<file path="src/hdl/component_to_rgb8_convert_assert.svh">
`ifndef COMPONENT_TO_RGB8_CONVERT_ASSERT_SVH
`define COMPONENT_TO_RGB8_CONVERT_ASSERT_SVH

// Same-cycle implication, checked out of reset.
`define C2RGB8_ASSERT_NOW(label, clk, rst_n, ante, cons, msg) \
    label: assert property (@(posedge clk) disable iff (!rst_n) (ante) |-> (cons)) \
        else $error(msg);

// Next-cycle implication, checked out of reset.
`define C2RGB8_ASSERT_NEXT(label, clk, rst_n, ante, cons, msg) \
    label: assert property (@(posedge clk) disable iff (!rst_n) (ante) |=> (cons)) \
        else $error(msg);

`endif

</file>
<file path="src/hdl/c2rgb8_pkg.sv">
package c2rgb8_pkg;

    localparam int MAX_PRECISION = 16;
    localparam int NUM_COMP      = 4;
    localparam int SAMPLE_W      = 17;
    localparam int PREC_W        = 5;
    localparam int LEVEL_W       = 8;
    localparam int CFG_IW        = 3;
    localparam int CFG_DW        = 5;

    // offset sample: sign-extended sample plus half range of the precision
    localparam int OFFS_W = ((MAX_PRECISION > SAMPLE_W) ? MAX_PRECISION : SAMPLE_W) + 1;

    // low-precision stretch: v*255/m as (v * 255 * ceil(2^24/m)) >> 24, exact for v <= m
    localparam int STRETCH_SHIFT = 24;
    localparam int STRETCH_K_W   = 32;
    localparam int STRETCH_V_W   = LEVEL_W - 1;
    localparam int STRETCH_P_W   = STRETCH_V_W + STRETCH_K_W;

    localparam logic [STRETCH_K_W-1:0] STRETCH_K1 =
        STRETCH_K_W'(64'd255 * (((64'd1 << STRETCH_SHIFT) + 64'd0) / 64'd1));
    localparam logic [STRETCH_K_W-1:0] STRETCH_K2 =
        STRETCH_K_W'(64'd255 * (((64'd1 << STRETCH_SHIFT) + 64'd2) / 64'd3));
    localparam logic [STRETCH_K_W-1:0] STRETCH_K3 =
        STRETCH_K_W'(64'd255 * (((64'd1 << STRETCH_SHIFT) + 64'd6) / 64'd7));
    localparam logic [STRETCH_K_W-1:0] STRETCH_K4 =
        STRETCH_K_W'(64'd255 * (((64'd1 << STRETCH_SHIFT) + 64'd14) / 64'd15));
    localparam logic [STRETCH_K_W-1:0] STRETCH_K5 =
        STRETCH_K_W'(64'd255 * (((64'd1 << STRETCH_SHIFT) + 64'd30) / 64'd31));
    localparam logic [STRETCH_K_W-1:0] STRETCH_K6 =
        STRETCH_K_W'(64'd255 * (((64'd1 << STRETCH_SHIFT) + 64'd62) / 64'd63));
    localparam logic [STRETCH_K_W-1:0] STRETCH_K7 =
        STRETCH_K_W'(64'd255 * (((64'd1 << STRETCH_SHIFT) + 64'd126) / 64'd127));

    // BT.601 full-range, signed 2.16 fixed point (16 fraction bits)
    localparam int YC_K_W    = 18;
    localparam int YC_D_W    = 9;
    localparam int YC_PROD_W = YC_K_W + YC_D_W;
    localparam int YC_ACC_W  = YC_PROD_W + 1;
    localparam int YC_FRAC   = 16;

    localparam logic signed [YC_K_W-1:0] YC_R_CR = 18'sd91881;
    localparam logic signed [YC_K_W-1:0] YC_G_CB = 18'sd22554;
    localparam logic signed [YC_K_W-1:0] YC_G_CR = 18'sd46802;
    localparam logic signed [YC_K_W-1:0] YC_B_CB = 18'sd116130;
    localparam logic signed [YC_ACC_W-1:0] YC_ROUND = YC_ACC_W'(32768);
    localparam logic signed [YC_D_W-1:0] YC_CHROMA_MID = 9'sd128;

    localparam int CMYK_PROD_W = 2 * LEVEL_W;

    typedef enum logic [1:0] {
        CM_GRAY  = 2'd0,
        CM_RGB   = 2'd1,
        CM_YCBCR = 2'd2,
        CM_CMYK  = 2'd3
    } t_color_model;

    typedef enum logic [CFG_IW-1:0] {
        REG_COLOR_MODEL  = 3'd0,
        REG_ALPHA_ENABLE = 3'd1,
        REG_PREC_C0      = 3'd2,
        REG_PREC_C1      = 3'd3,
        REG_PREC_C2      = 3'd4,
        REG_PREC_C3      = 3'd5,
        REG_SIGNED_MASK  = 3'd6
    } t_reg_idx;

    typedef struct packed {
        t_color_model                         color_model;
        logic                                 alpha_enable;
        logic [NUM_COMP-1:0][PREC_W-1:0]      precision;
        logic [NUM_COMP-1:0]                  signed_mask;
    } t_cfg;

    function automatic logic [STRETCH_K_W-1:0] stretch_mult(input logic [2:0] prec);
        logic [STRETCH_K_W-1:0] k;
        case (prec)
            3'd1:    k = STRETCH_K1;
            3'd2:    k = STRETCH_K2;
            3'd3:    k = STRETCH_K3;
            3'd4:    k = STRETCH_K4;
            3'd5:    k = STRETCH_K5;
            3'd6:    k = STRETCH_K6;
            3'd7:    k = STRETCH_K7;
            default: k = '0;
        endcase
        return k;
    endfunction

endpackage

</file>
<file path="src/hdl/c2rgb8_if.sv">
interface c2rgb8_pix_in_if;
    logic                                   valid;
    logic                                   ready;
    logic signed [c2rgb8_pkg::SAMPLE_W-1:0] sample_c0;
    logic signed [c2rgb8_pkg::SAMPLE_W-1:0] sample_c1;
    logic signed [c2rgb8_pkg::SAMPLE_W-1:0] sample_c2;
    logic signed [c2rgb8_pkg::SAMPLE_W-1:0] sample_c3;

    modport source (output valid, sample_c0, sample_c1, sample_c2, sample_c3, input ready);
    modport sink   (input valid, sample_c0, sample_c1, sample_c2, sample_c3, output ready);
endinterface

interface c2rgb8_pix_out_if;
    logic                            valid;
    logic                            ready;
    logic [c2rgb8_pkg::LEVEL_W-1:0]  red_or_gray;
    logic [c2rgb8_pkg::LEVEL_W-1:0]  green;
    logic [c2rgb8_pkg::LEVEL_W-1:0]  blue;
    logic [c2rgb8_pkg::LEVEL_W-1:0]  alpha;

    modport source (output valid, red_or_gray, green, blue, alpha, input ready);
    modport sink   (input valid, red_or_gray, green, blue, alpha, output ready);
endinterface

interface c2rgb8_cfg_if;
    logic                           valid;
    logic                           ready;
    logic [c2rgb8_pkg::CFG_IW-1:0]  index;
    logic [c2rgb8_pkg::CFG_DW-1:0]  data;

    modport source (output valid, index, data, input ready);
    modport sink   (input valid, index, data, output ready);
endinterface

</file>
<file path="src/hdl/c2rgb8_cfg.sv">
module c2rgb8_cfg (
    input  logic               i_clk,
    input  logic               i_rst_n,
    c2rgb8_cfg_if.sink         i_cfg,
    output c2rgb8_pkg::t_cfg   o_cfg
);
    import c2rgb8_pkg::*;

    t_cfg r_cfg;

    assign i_cfg.ready = 1'b1;
    assign o_cfg       = r_cfg;

    always_ff @(posedge i_clk) begin
        if (!i_rst_n) begin
            r_cfg.color_model  <= CM_RGB;
            r_cfg.alpha_enable <= 1'b0;
            r_cfg.precision    <= {NUM_COMP{PREC_W'(8)}};
            r_cfg.signed_mask  <= '0;
        end else if (i_cfg.valid) begin
            case (t_reg_idx'(i_cfg.index))
                REG_COLOR_MODEL:  r_cfg.color_model  <= t_color_model'(i_cfg.data[1:0]);
                REG_ALPHA_ENABLE: r_cfg.alpha_enable <= i_cfg.data[0];
                REG_PREC_C0:      r_cfg.precision[0] <= i_cfg.data[PREC_W-1:0];
                REG_PREC_C1:      r_cfg.precision[1] <= i_cfg.data[PREC_W-1:0];
                REG_PREC_C2:      r_cfg.precision[2] <= i_cfg.data[PREC_W-1:0];
                REG_PREC_C3:      r_cfg.precision[3] <= i_cfg.data[PREC_W-1:0];
                REG_SIGNED_MASK:  r_cfg.signed_mask  <= i_cfg.data[NUM_COMP-1:0];
                default:          ;
            endcase
        end
    end

endmodule

</file>
<file path="src/hdl/c2rgb8_level.sv">
`include "component_to_rgb8_convert_assert.svh"

module c2rgb8_level (
    input  logic                                              i_clk,
    input  logic                                              i_rst_n,
    input  c2rgb8_pkg::t_cfg                                  i_cfg,
    c2rgb8_pix_in_if.sink                                     i_pix,
    output logic                                              o_valid,
    input  logic                                              i_ready,
    output logic [c2rgb8_pkg::NUM_COMP-1:0][c2rgb8_pkg::LEVEL_W-1:0] o_level
);
    import c2rgb8_pkg::*;

    logic [NUM_COMP-1:0][SAMPLE_W-1:0] samp;
    logic en1;
    logic en2;

    // stage 1: offset, shift to 8 bits, saturate
    logic                              r_vld1;
    logic [NUM_COMP-1:0][LEVEL_W-1:0]  r_v1;
    logic [NUM_COMP-1:0][LEVEL_W-1:0]  n_v1;
    logic [NUM_COMP-1:0][2:0]          r_p1;
    logic [NUM_COMP-1:0][2:0]          n_p1;
    logic [NUM_COMP-1:0]               r_low1;
    logic [NUM_COMP-1:0]               n_low1;

    // stage 2: stretch low precisions to full scale
    logic                              r_vld2;
    logic [NUM_COMP-1:0][LEVEL_W-1:0]  r_lvl2;
    logic [NUM_COMP-1:0][LEVEL_W-1:0]  n_lvl2;

    assign samp[0] = i_pix.sample_c0;
    assign samp[1] = i_pix.sample_c1;
    assign samp[2] = i_pix.sample_c2;
    assign samp[3] = i_pix.sample_c3;

    assign en2         = !r_vld2 || i_ready;
    assign en1         = !r_vld1 || en2;
    assign i_pix.ready = en1;
    assign o_valid     = r_vld2;
    assign o_level     = r_lvl2;

    for (genvar c = 0; c < NUM_COMP; c++) begin : g_lane
        logic [PREC_W-1:0]        prec;
        logic [PREC_W-1:0]        shamt;
        logic signed [OFFS_W-1:0] x;
        logic [OFFS_W-1:0]        shifted;
        logic [LEVEL_W-1:0]       maxv;
        logic                     is_low;
        logic [STRETCH_P_W-1:0]   prod;

        always_comb begin
            prec = i_cfg.precision[c];
            if (prec == '0) begin
                prec = PREC_W'(1);
            end else if (prec > PREC_W'(MAX_PRECISION)) begin
                prec = PREC_W'(MAX_PRECISION);
            end
            x = OFFS_W'($signed(samp[c]));
            if (i_cfg.signed_mask[c]) begin
                x = x + (OFFS_W'(1) << (prec - PREC_W'(1)));
            end
            is_low  = prec < PREC_W'(LEVEL_W);
            shamt   = is_low ? '0 : prec - PREC_W'(LEVEL_W);
            shifted = x[OFFS_W-1] ? '0 : (OFFS_W'(x) >> shamt);
            maxv    = is_low ? ~(LEVEL_W'('1) << prec[2:0]) : '1;
            n_v1[c]   = (shifted > OFFS_W'(maxv)) ? maxv : shifted[LEVEL_W-1:0];
            n_p1[c]   = prec[2:0];
            n_low1[c] = is_low;
        end

        always_comb begin
            prod = STRETCH_P_W'(r_v1[c][STRETCH_V_W-1:0])
                 * STRETCH_P_W'(stretch_mult(r_p1[c]));
            n_lvl2[c] = r_low1[c] ? prod[STRETCH_SHIFT +: LEVEL_W] : r_v1[c];
        end
    end

    always_ff @(posedge i_clk) begin
        if (!i_rst_n) begin
            r_vld1 <= 1'b0;
            r_vld2 <= 1'b0;
        end else begin
            if (en1) begin
                r_vld1 <= i_pix.valid;
            end
            if (en2) begin
                r_vld2 <= r_vld1;
            end
        end
    end

    always_ff @(posedge i_clk) begin
        if (en1) begin
            r_v1   <= n_v1;
            r_p1   <= n_p1;
            r_low1 <= n_low1;
        end
        if (en2) begin
            r_lvl2 <= n_lvl2;
        end
    end

    `C2RGB8_ASSERT_NEXT(a_s1_hold, i_clk, i_rst_n, r_vld1 && !en2, r_vld1 && $stable(r_v1), "stage 1 beat lost on stall")
    `C2RGB8_ASSERT_NOW(a_s1_block, i_clk, i_rst_n, r_vld1 && r_vld2 && !i_ready, !i_pix.ready, "input taken while pipe full")

endmodule

</file>
<file path="src/hdl/c2rgb8_color.sv">
`include "component_to_rgb8_convert_assert.svh"

module c2rgb8_color (
    input  logic                                              i_clk,
    input  logic                                              i_rst_n,
    input  c2rgb8_pkg::t_cfg                                  i_cfg,
    input  logic                                              i_valid,
    output logic                                              o_ready,
    input  logic [c2rgb8_pkg::NUM_COMP-1:0][c2rgb8_pkg::LEVEL_W-1:0] i_level,
    c2rgb8_pix_out_if.source                                  o_pix
);
    import c2rgb8_pkg::*;

    function automatic logic [LEVEL_W-1:0] clamp8(input logic signed [YC_ACC_W-1:0] v);
        logic [LEVEL_W-1:0] res;
        if (v < 0) begin
            res = '0;
        end else if (v > YC_ACC_W'(255)) begin
            res = '1;
        end else begin
            res = v[LEVEL_W-1:0];
        end
        return res;
    endfunction

    // floor(x/255) for a 16-bit x of at most 255*255 (an 8-bit by 8-bit product)
    function automatic logic [LEVEL_W-1:0] div255(input logic [CMYK_PROD_W-1:0] x);
        logic [CMYK_PROD_W:0] t;
        t = (CMYK_PROD_W+1)'(x) + (CMYK_PROD_W+1)'(x[CMYK_PROD_W-1:LEVEL_W])
          + (CMYK_PROD_W+1)'(1);
        return t[CMYK_PROD_W-1:LEVEL_W];
    endfunction

    logic en3;
    logic en4;

    // stage 3: chroma and ink products
    logic                              r_vld3;
    t_color_model                      r_model3;
    logic                              r_alpha_en3;
    logic [NUM_COMP-1:0][LEVEL_W-1:0]  r_lvl3;
    logic signed [YC_PROD_W-1:0]       r_rcr3;
    logic signed [YC_PROD_W-1:0]       r_gcb3;
    logic signed [YC_PROD_W-1:0]       r_gcr3;
    logic signed [YC_PROD_W-1:0]       r_bcb3;
    logic [CMYK_PROD_W-1:0]            r_cr3;
    logic [CMYK_PROD_W-1:0]            r_cg3;
    logic [CMYK_PROD_W-1:0]            r_cb3;

    logic signed [YC_D_W-1:0]          cb;
    logic signed [YC_D_W-1:0]          cr;
    logic [NUM_COMP-1:0][LEVEL_W-1:0]  ink;
    logic signed [YC_PROD_W-1:0]       n_rcr3;
    logic signed [YC_PROD_W-1:0]       n_gcb3;
    logic signed [YC_PROD_W-1:0]       n_gcr3;
    logic signed [YC_PROD_W-1:0]       n_bcb3;
    logic [CMYK_PROD_W-1:0]            n_cr3;
    logic [CMYK_PROD_W-1:0]            n_cg3;
    logic [CMYK_PROD_W-1:0]            n_cb3;

    // stage 4: sums, clamp, model select
    logic                              r_vld4;
    logic [LEVEL_W-1:0]                r_red4;
    logic [LEVEL_W-1:0]                r_green4;
    logic [LEVEL_W-1:0]                r_blue4;
    logic [LEVEL_W-1:0]                r_alpha4;
    logic [LEVEL_W-1:0]                n_red4;
    logic [LEVEL_W-1:0]                n_green4;
    logic [LEVEL_W-1:0]                n_blue4;
    logic [LEVEL_W-1:0]                n_alpha4;

    logic signed [YC_ACC_W-1:0]        luma;
    logic signed [YC_ACC_W-1:0]        acc_r;
    logic signed [YC_ACC_W-1:0]        acc_g;
    logic signed [YC_ACC_W-1:0]        acc_b;

    assign en4     = !r_vld4 || o_pix.ready;
    assign en3     = !r_vld3 || en4;
    assign o_ready = en3;

    assign o_pix.valid       = r_vld4;
    assign o_pix.red_or_gray = r_red4;
    assign o_pix.green       = r_green4;
    assign o_pix.blue        = r_blue4;
    assign o_pix.alpha       = r_alpha4;

    always_comb begin
        cb     = $signed({1'b0, i_level[1]}) - YC_CHROMA_MID;
        cr     = $signed({1'b0, i_level[2]}) - YC_CHROMA_MID;
        n_rcr3 = YC_PROD_W'(cr) * YC_PROD_W'(YC_R_CR);
        n_gcb3 = YC_PROD_W'(cb) * YC_PROD_W'(YC_G_CB);
        n_gcr3 = YC_PROD_W'(cr) * YC_PROD_W'(YC_G_CR);
        n_bcb3 = YC_PROD_W'(cb) * YC_PROD_W'(YC_B_CB);
        // 255 - v is the bitwise complement for 8-bit levels
        ink    = ~i_level;
        n_cr3  = CMYK_PROD_W'(ink[0]) * CMYK_PROD_W'(ink[3]);
        n_cg3  = CMYK_PROD_W'(ink[1]) * CMYK_PROD_W'(ink[3]);
        n_cb3  = CMYK_PROD_W'(ink[2]) * CMYK_PROD_W'(ink[3]);
    end

    always_comb begin
        luma  = YC_ACC_W'($signed({1'b0, r_lvl3[0]}));
        acc_r = luma + ((YC_ACC_W'(r_rcr3) + YC_ROUND) >>> YC_FRAC);
        acc_g = luma - ((YC_ACC_W'(r_gcb3) + YC_ACC_W'(r_gcr3) + YC_ROUND) >>> YC_FRAC);
        acc_b = luma + ((YC_ACC_W'(r_bcb3) + YC_ROUND) >>> YC_FRAC);

        n_red4   = r_lvl3[0];
        n_green4 = r_lvl3[1];
        n_blue4  = r_lvl3[2];
        n_alpha4 = '1;
        case (r_model3)
            CM_GRAY: begin
                n_green4 = '0;
                n_blue4  = '0;
            end
            CM_RGB: begin
                if (r_alpha_en3) begin
                    n_alpha4 = r_lvl3[3];
                end
            end
            CM_YCBCR: begin
                n_red4   = clamp8(acc_r);
                n_green4 = clamp8(acc_g);
                n_blue4  = clamp8(acc_b);
            end
            CM_CMYK: begin
                n_red4   = div255(r_cr3);
                n_green4 = div255(r_cg3);
                n_blue4  = div255(r_cb3);
            end
            default: ;
        endcase
    end

    always_ff @(posedge i_clk) begin
        if (!i_rst_n) begin
            r_vld3 <= 1'b0;
            r_vld4 <= 1'b0;
        end else begin
            if (en3) begin
                r_vld3 <= i_valid;
            end
            if (en4) begin
                r_vld4 <= r_vld3;
            end
        end
    end

    always_ff @(posedge i_clk) begin
        if (en3) begin
            r_model3    <= i_cfg.color_model;
            r_alpha_en3 <= i_cfg.alpha_enable;
            r_lvl3      <= i_level;
            r_rcr3      <= n_rcr3;
            r_gcb3      <= n_gcb3;
            r_gcr3      <= n_gcr3;
            r_bcb3      <= n_bcb3;
            r_cr3       <= n_cr3;
            r_cg3       <= n_cg3;
            r_cb3       <= n_cb3;
        end
        if (en4) begin
            r_red4   <= n_red4;
            r_green4 <= n_green4;
            r_blue4  <= n_blue4;
            r_alpha4 <= n_alpha4;
        end
    end

    `C2RGB8_ASSERT_NEXT(a_opaque, i_clk, i_rst_n, en4 && r_vld3 && r_model3 != CM_RGB, r_alpha4 == '1, "alpha not opaque outside rgb")
    `C2RGB8_ASSERT_NEXT(a_gray_zero, i_clk, i_rst_n, en4 && r_vld3 && r_model3 == CM_GRAY, r_green4 == '0 && r_blue4 == '0, "gray beat has color")

endmodule

</file>
<file path="src/hdl/component_to_rgb8_convert.sv">
// An accepted input beat passes four register stages on its way to o_pix
// (level scaling, low-precision stretch multiply, color products,
// sum/clamp/select), each with its own valid bit, so a stall on o_pix backs
// up without loss. Throughput: one pixel per cycle while o_pix does not stall.
// Reset (i_rst_n low, synchronous): pipeline emptied, config registers to defaults.
module component_to_rgb8_convert (
    input  logic          i_clk,
    input  logic          i_rst_n,
    c2rgb8_cfg_if.sink    i_cfg,
    c2rgb8_pix_in_if.sink i_pix,
    c2rgb8_pix_out_if.source o_pix
);
    import c2rgb8_pkg::*;

    t_cfg                              cfg;
    logic                              lvl_valid;
    logic                              lvl_ready;
    logic [NUM_COMP-1:0][LEVEL_W-1:0]  lvl;

    c2rgb8_cfg u_cfg (
        .i_clk   (i_clk),
        .i_rst_n (i_rst_n),
        .i_cfg   (i_cfg),
        .o_cfg   (cfg)
    );

    c2rgb8_level u_level (
        .i_clk   (i_clk),
        .i_rst_n (i_rst_n),
        .i_cfg   (cfg),
        .i_pix   (i_pix),
        .o_valid (lvl_valid),
        .i_ready (lvl_ready),
        .o_level (lvl)
    );

    c2rgb8_color u_color (
        .i_clk   (i_clk),
        .i_rst_n (i_rst_n),
        .i_cfg   (cfg),
        .i_valid (lvl_valid),
        .o_ready (lvl_ready),
        .i_level (lvl),
        .o_pix   (o_pix)
    );

endmodule
</file>
<file path="src/flat_wrapper.sv">
// flat-port wrapper written by rule: the top's interface ports become plain ports
module component_to_rgb8_convert_flat import c2rgb8_pkg::*;
  (i_clk, i_rst_n, i_cfg_valid, i_cfg_index, i_cfg_data, i_cfg_ready, i_pix_valid, i_pix_sample_c0, i_pix_sample_c1, i_pix_sample_c2, i_pix_sample_c3, i_pix_ready, o_pix_valid, o_pix_red_or_gray, o_pix_green, o_pix_blue, o_pix_alpha, o_pix_ready);
  c2rgb8_cfg_if i_cfg_i ();
  c2rgb8_pix_in_if i_pix_i ();
  c2rgb8_pix_out_if o_pix_i ();
  input  logic i_clk;
  input  logic i_rst_n;
  input wire logic [$bits(i_cfg_i.valid)-1:0] i_cfg_valid;
  input wire logic [$bits(i_cfg_i.index)-1:0] i_cfg_index;
  input wire logic [$bits(i_cfg_i.data)-1:0] i_cfg_data;
  output wire logic [$bits(i_cfg_i.ready)-1:0] i_cfg_ready;
  input wire logic [$bits(i_pix_i.valid)-1:0] i_pix_valid;
  input wire logic [$bits(i_pix_i.sample_c0)-1:0] i_pix_sample_c0;
  input wire logic [$bits(i_pix_i.sample_c1)-1:0] i_pix_sample_c1;
  input wire logic [$bits(i_pix_i.sample_c2)-1:0] i_pix_sample_c2;
  input wire logic [$bits(i_pix_i.sample_c3)-1:0] i_pix_sample_c3;
  output wire logic [$bits(i_pix_i.ready)-1:0] i_pix_ready;
  output wire logic [$bits(o_pix_i.valid)-1:0] o_pix_valid;
  output wire logic [$bits(o_pix_i.red_or_gray)-1:0] o_pix_red_or_gray;
  output wire logic [$bits(o_pix_i.green)-1:0] o_pix_green;
  output wire logic [$bits(o_pix_i.blue)-1:0] o_pix_blue;
  output wire logic [$bits(o_pix_i.alpha)-1:0] o_pix_alpha;
  input wire logic [$bits(o_pix_i.ready)-1:0] o_pix_ready;
  assign i_cfg_i.valid = i_cfg_valid;
  assign i_cfg_i.index = i_cfg_index;
  assign i_cfg_i.data = i_cfg_data;
  assign i_cfg_ready = i_cfg_i.ready;
  assign i_pix_i.valid = i_pix_valid;
  assign i_pix_i.sample_c0 = i_pix_sample_c0;
  assign i_pix_i.sample_c1 = i_pix_sample_c1;
  assign i_pix_i.sample_c2 = i_pix_sample_c2;
  assign i_pix_i.sample_c3 = i_pix_sample_c3;
  assign i_pix_ready = i_pix_i.ready;
  assign o_pix_valid = o_pix_i.valid;
  assign o_pix_red_or_gray = o_pix_i.red_or_gray;
  assign o_pix_green = o_pix_i.green;
  assign o_pix_blue = o_pix_i.blue;
  assign o_pix_alpha = o_pix_i.alpha;
  assign o_pix_i.ready = o_pix_ready;
  component_to_rgb8_convert u_core (.i_clk(i_clk), .i_rst_n(i_rst_n), .i_cfg(i_cfg_i), .i_pix(i_pix_i), .o_pix(o_pix_i));
endmodule
</file>
<file path="config.mk">
export PLATFORM = sky130hd
export DESIGN_NAME = component_to_rgb8_convert_flat
export DESIGN_NICKNAME = d
export VERILOG_FILES = /design/src/hdl/c2rgb8_pkg.sv /design/src/hdl/c2rgb8_if.sv /design/src/hdl/c2rgb8_cfg.sv /design/src/hdl/c2rgb8_level.sv /design/src/hdl/c2rgb8_color.sv /design/src/hdl/component_to_rgb8_convert.sv /design/src/flat_wrapper.sv
export VERILOG_INCLUDE_DIRS = /design/src /design/src/hdl
export SDC_FILE = /design/constraint.sdc
export NUM_CORES = 2
export LEC_CHECK = 0
export BUFFER_PORTS_ARGS = -buffer_cell sky130_fd_sc_hd__buf_2
export CAP_MARGIN = 20
export CORE_UTILIZATION = 60
export CTS_BUF_LIST = sky130_fd_sc_hd__clkbuf_2
export DETAILED_ROUTE_END_ITERATION = 12
export PLACE_DENSITY = 0.77
export SYNTH_ARGS = -nofsm -noshare
export SYNTH_HDL_FRONTEND = slang
export SYNTH_HIERARCHICAL = 1
export SYNTH_SLANG_ARGS = --single-unit
</file>
<file path="constraint.sdc">
create_clock -name i_clk -period 8.6 [get_ports i_clk]
set_clock_uncertainty 0.05 [all_clocks]
set_input_delay 1.29 -clock i_clk [delete_from_list [all_inputs] [get_ports i_clk]]
set_output_delay 1.29 -clock i_clk [all_outputs]
set_load 0.005 [all_outputs]
</file>
After elaboration in Yosys (flattened, before gate mapping)

Index checks and enable logic that the tools add are counted.
Widths: inputs -> output; s select.

Register bits: 328
Input port bits: 81
Output and inout port bits: 35
Logic and storage cells: 218

Add/sub/neg operators: 27
$mul: 11
Magnitude comparators: 18
Equal/unequal tests: 37
Shifts and indexed selects: 12
Multiplexer cells: 45
Bitwise logic cells: 5
Reductions and logical operators: 22

Operators with widths:

| kind                   | count |
|---|---|
| $pmux 32 s7            | 4 |
| $mux 18                | 8 |
| $mux 8                 | 18 |
| $mul 7x32->32          | 4 |
| $add 27x17->28 const B | 3 |
| $add 17x18->18         | 4 |
| $gt 18x8->1            | 4 |
| $shl 1x5->18 const A   | 4 |
| $shr 18x5->18          | 4 |
| $mux 5                 | 12 |
| $eq 3x3->1 const B     | 19 |
| $add 16x1->16 const B  | 3 |
| $add 16x8->16          | 3 |
| $mul 8x8->16           | 3 |
| $pmux 8 s3             | 2 |
| $gt 13x9->1 const B    | 3 |
| $lt 13x1->1 const B    | 3 |
| $not 32->32            | 1 |
| $not 8->8              | 4 |
| $shl 8x3->8 const A    | 4 |
| $eq 3x2->1 const B     | 10 |
| $add 25x26->27         | 1 |
| $mul 9x18->27 const B  | 1 |
| $add 9x12->13          | 2 |
| other kinds (19)       | 53 |

Depth between registers and ports, before layout

Word-level depth: 11
Gate-level depth with buffers: 36
Gate-level depth less buffers: 33

Cells and area by module

The synthesis kept the hierarchy.

By module, submodules not included:

| module       | times used | cells an instance | area an instance (um^2) | sequential area each (um^2) |
|---|---|---|---|---|
| c2rgb8_level | 1          | 3803              | 31864.3                 | 2442.3 |
| c2rgb8_color | 1          | 2279              | 23219.8                 | 5535.3 |
| c2rgb8_cfg   | 1          | 104               | 1077.3                  | 540.5 |

Worst setup path before layout

No wires, ideal clock.

Path kind: in2out
Start: input o_pix_ready
End: output i_pix_ready
Arrival time: 6193 ps
Required time: 7260 ps
Setup slack: 1067 ps
Stages: 4
Buffers on the path: 0
Cells stage by stage: nor2b_1 -> nand2_1 -> nor2b_1 -> nand2_1

Cells in the longest elaborated chain, start to end: 4

Ends and longest elaborated chain:

| what                 | RTL line                        | RTL |
|---|---|---|
| start, declared      | flat_wrapper.sv:24              | `input wire logic [$bits(o_pix_i.ready)-1:0] o_pix_ready;` |
| $logic_or 1x1->1     | c2rgb8_color.sv:77              | `assign en4 = !r_vld4 \|\| o_pix.ready;` |
| $logic_or 1x1->1     | c2rgb8_color.sv:78              | `assign en3 = !r_vld3 \|\| en4;` |
| net u_core.lvl_ready | component_to_rgb8_convert.sv:17 | `logic lvl_ready;` |
| $logic_or 1x1->1     | c2rgb8_level.sv:37              | `assign en2 = !r_vld2 \|\| i_ready;` |
| $logic_or 1x1->1     | c2rgb8_level.sv:38              | `assign en1 = !r_vld1 \|\| en2;` |
| end, declared        | flat_wrapper.sv:18              | `output wire logic [$bits(i_pix_i.ready)-1:0] i_pix_ready;` |

The timed path passes the listed nets, and every way through them passes these cells.

==> impl_results.md <==
* Worst slew pin tran at 1.15 ns
* Slew HR at 23.4%
* Yosys reg bits at approximately 290
* Die area at around 95,000 um2
* Pins Over Slew Limit at 0
* CTS tree: built
* Design area at 58,800 um2
* Vias in the first global route at 44,900
* Drt wl/cell at ~18 um
* # setup viols final at 0
* RSZ-0062 raised after global routing: false
* Worst skew pair latency at between 1 and 1.5 ns
* Max incr delay on CP at 0.54 ns
* Synth cell types at 112
* CTS buffer count at 81
* GRT overflow at 0
* PwrDens at 216 nW/um2
* DRC violations left at 0
* Starting density of the core at ~60%
* Status: complete, no violations
* Critical path class: flop to flop
* Crit share post-route at 91.2%
* Post-CTS setup buffers at 0
* Synth Cell Area at approximately 56,000 um2
* DR vias at between 40,000 and 50,000
* Met3 Use GR at under 10%
* Yosys warns at 6
* Die height at 308 um
* Clock Path Buffers at 3
* Initial antenna violation count at 8
* Core ar. at 92,200 um2
* Crit path required time at 9.38 ns
* Top Usage Layer GRT: met2
* FP Rows at roughly 110
* F_max at approximately 0.13 GHz
* Crit path arrival time at 8.62 ns
* Max-Cap Viols at 0
* Final ANT Viol Nets at 0
* Number of buffers added on ports at 114
* Final hold vios at 0
* Chip width at around 310 um
* GRT Util Overall at between 20% and 30%
* Area after DPL at 57,900 um2
* Worst setup EP type: flop
* TritonRoute pass-1 iters at 9
* Worst-path fanout max at 8
* Crit-path most repeated cell: o21ai_0
* Setup TNS at 0 ns
* Worst Setup Start Kind: flop
* Post-synth ARST share at 0%
* Synth-to-layout area growth at 4.68%
* Met1 Track Usage GR at slightly below 40%
* GPL Wtd Cong at 0.954
* Via density at 5.83
* Largest net degree at the start of global routing at 82
* Dominant synthesized flop cell: edfxtp_1
* Post-Syn Instances at 6,186
* Clock sinks at 294
* Maximum vdd ir drop at 0.214 mV
* First-pass GRT wire length at about 220 mm
* Routing usage on met2 at 49.7%
* Post-synth EDFFs at roughly 260
* Fin crit period at between 7 and 8 ns
* HPWL Detailed at around 110 mm
* Fin nets at 7,757
* Fraction of layout cells with a size suffix above 1 at under 10%
* Clk root buf: clkbuf_2
* H-tree lvl count at 3
* Post-Syn Area per Cell at around 9 um2
* Seq/Total Area, Yosys at between 10% and 20%
* Final WL at between 100 and 150 mm
* Clk slew on worst S/H paths at ~0.11 ns
* Ports at approximately 120
* CP max stage cell: o32ai_4
* HP Class: input pin to flop
* Initial detailed-routing violation count at 3,039
* Static Leakage at 30.1 nW
-- cells by family after synthesis --
logic type	after synthesis	synth area share (%)
xor gates and xnor gates	261	4.07
muxes	161	3.31
other	3	0.0200
adders and majority gates	1449	41.9
DFF	294	15.2
and+or+nand+nor	1755	15.3
AOI/OAI and AO/OA	961	11.5
buffers and inverters	1302	8.76
-- Yosys cell counts (all sizes together), types with 45 or more instances --
library cell,count,area (um2)
a21oi,270,1390
inv,1083,4070
and3,113,712
edfxtp,263,7900
nand2,474,1780
nand3,91,455
clkbuf,188,707
o211ai,47,353
and2,173,1080
ha,728,9110
nor2b,70,438
nor3,81,405
xnor2,194,1700
a21o,78,586
mux2,55,634
xor2,67,587
mux2i,93,931
nand2b,50,313
o21ai,176,881
nor2,452,1700
or2,122,763
o21a,60,452
a211oi,55,440
nand4,45,282
fa,718,14400
-- through the flow --
stage / utilization [%] / worst slack (ns) / hold slack (ns) / cells / power, W
after detailed placement: 62.8 / 0.697 / 0.385 / 7389 / 0.0114
after global placement: 62.8 / 0.873 / 0.364 / 7389 / 0.0111
after global routing: 63.7 / 0.105 / 0.245 / 7540 / 0.0140
after floorplan: - / 1.07 / 0.358 / 6192 / 0.00933
final: 63.7 / 0.757 / 0.354 / 7540 / 0.0127
after CTS: 63.7 / 0.630 / 0.227 / 7535 / 0.0127
-- layer usage --
layer,wire (um),vias up
met4,3550,8
met3,8570,244
met5,55,-
met1,58600,21600
met2,66000,1479
li1,-,20600
-- final cells by class --
class,count,area (um2)
clock inverters,35,310
well taps,1243,1560
flip-flops and latches,294,8520
multi-input cells,4596,42800
repair buffers,171,1000
diodes,4,10.0
clock buffers,111,556
fillers,7710,33400
inverters,1086,4080
-- worst max-delay path: cells and delay by family (launching register included) --
kind / cells / cell delay [ns]
muxes: 4 / 1.01
and+or+nand+nor: 8 / 1.55
DFF: 1 / 0.44
AOI/OAI and AO/OA: 14 / 3.21
buffers and inverters: 3 / 0.22
adders and majority gates: 3 / 0.97
xor gates and xnor gates: 1 / 0.10
-- power breakdown --
group | switching (W) | internal, W | leakage [nW] | total (W)
clock network | 0.000661 | 0.000538 | 0.612 | 0.00120
registers | 0.000359 | 0.00224 | 3.04 | 0.00260
logic | 0.00497 | 0.00393 | 26.5 | 0.00890
-- state kept, by name, indices dropped and copies added, names as in the netlist, 12 cells and up --
name / count
u_core/u_cfg/o_cfg: 27
u_core/u_color/r_bcb3: 12
u_core/u_color/r_cb3: 16
u_core/u_color/r_cg3: 16
u_core/u_color/r_cr3: 16
u_core/u_color/r_gcb3: 22
u_core/u_color/r_gcr3: 18
u_core/u_color/r_lvl3: 24
u_core/u_color/r_rcr3: 16
u_core/u_level/o_level: 32
u_core/u_level/r_p1: 12
u_core/u_level/r_v1: 32
-- placed cells by master (no fill, tap or decap), types with 163 or more instances in the layout --
cell type  count
a21oi_1      264
and2_1       171
edfxtp_1     263
fa_1         718
ha_1         728
inv_1       1083
nand2_1      472
nor2_1       451
o21ai_0      163
xnor2_1      194
-- timing repair --
action                     CTS  global route
gates resized for setup      0             1
setup endpoints to repair    0             8
hold buffers                 0             0
-- path summary, 6_finish.rpt --
check                                   from                        end  slack (ns)  depth (start not counted)
hold reg to reg   u_core/u_level/o_level[28]  u_core/u_color/r_lvl3[28]        0.37                          0
setup / recovery       u_core/u_cfg/o_cfg[6]     u_core/u_level/r_v1[3]        0.76                         33
hold / removal                   i_pix_valid      u_core/u_level/r_vld1        0.35                          3
setup reg to reg       u_core/u_cfg/o_cfg[6]     u_core/u_level/r_v1[3]        0.76                         33
Power figures use the tool's default switching activity.
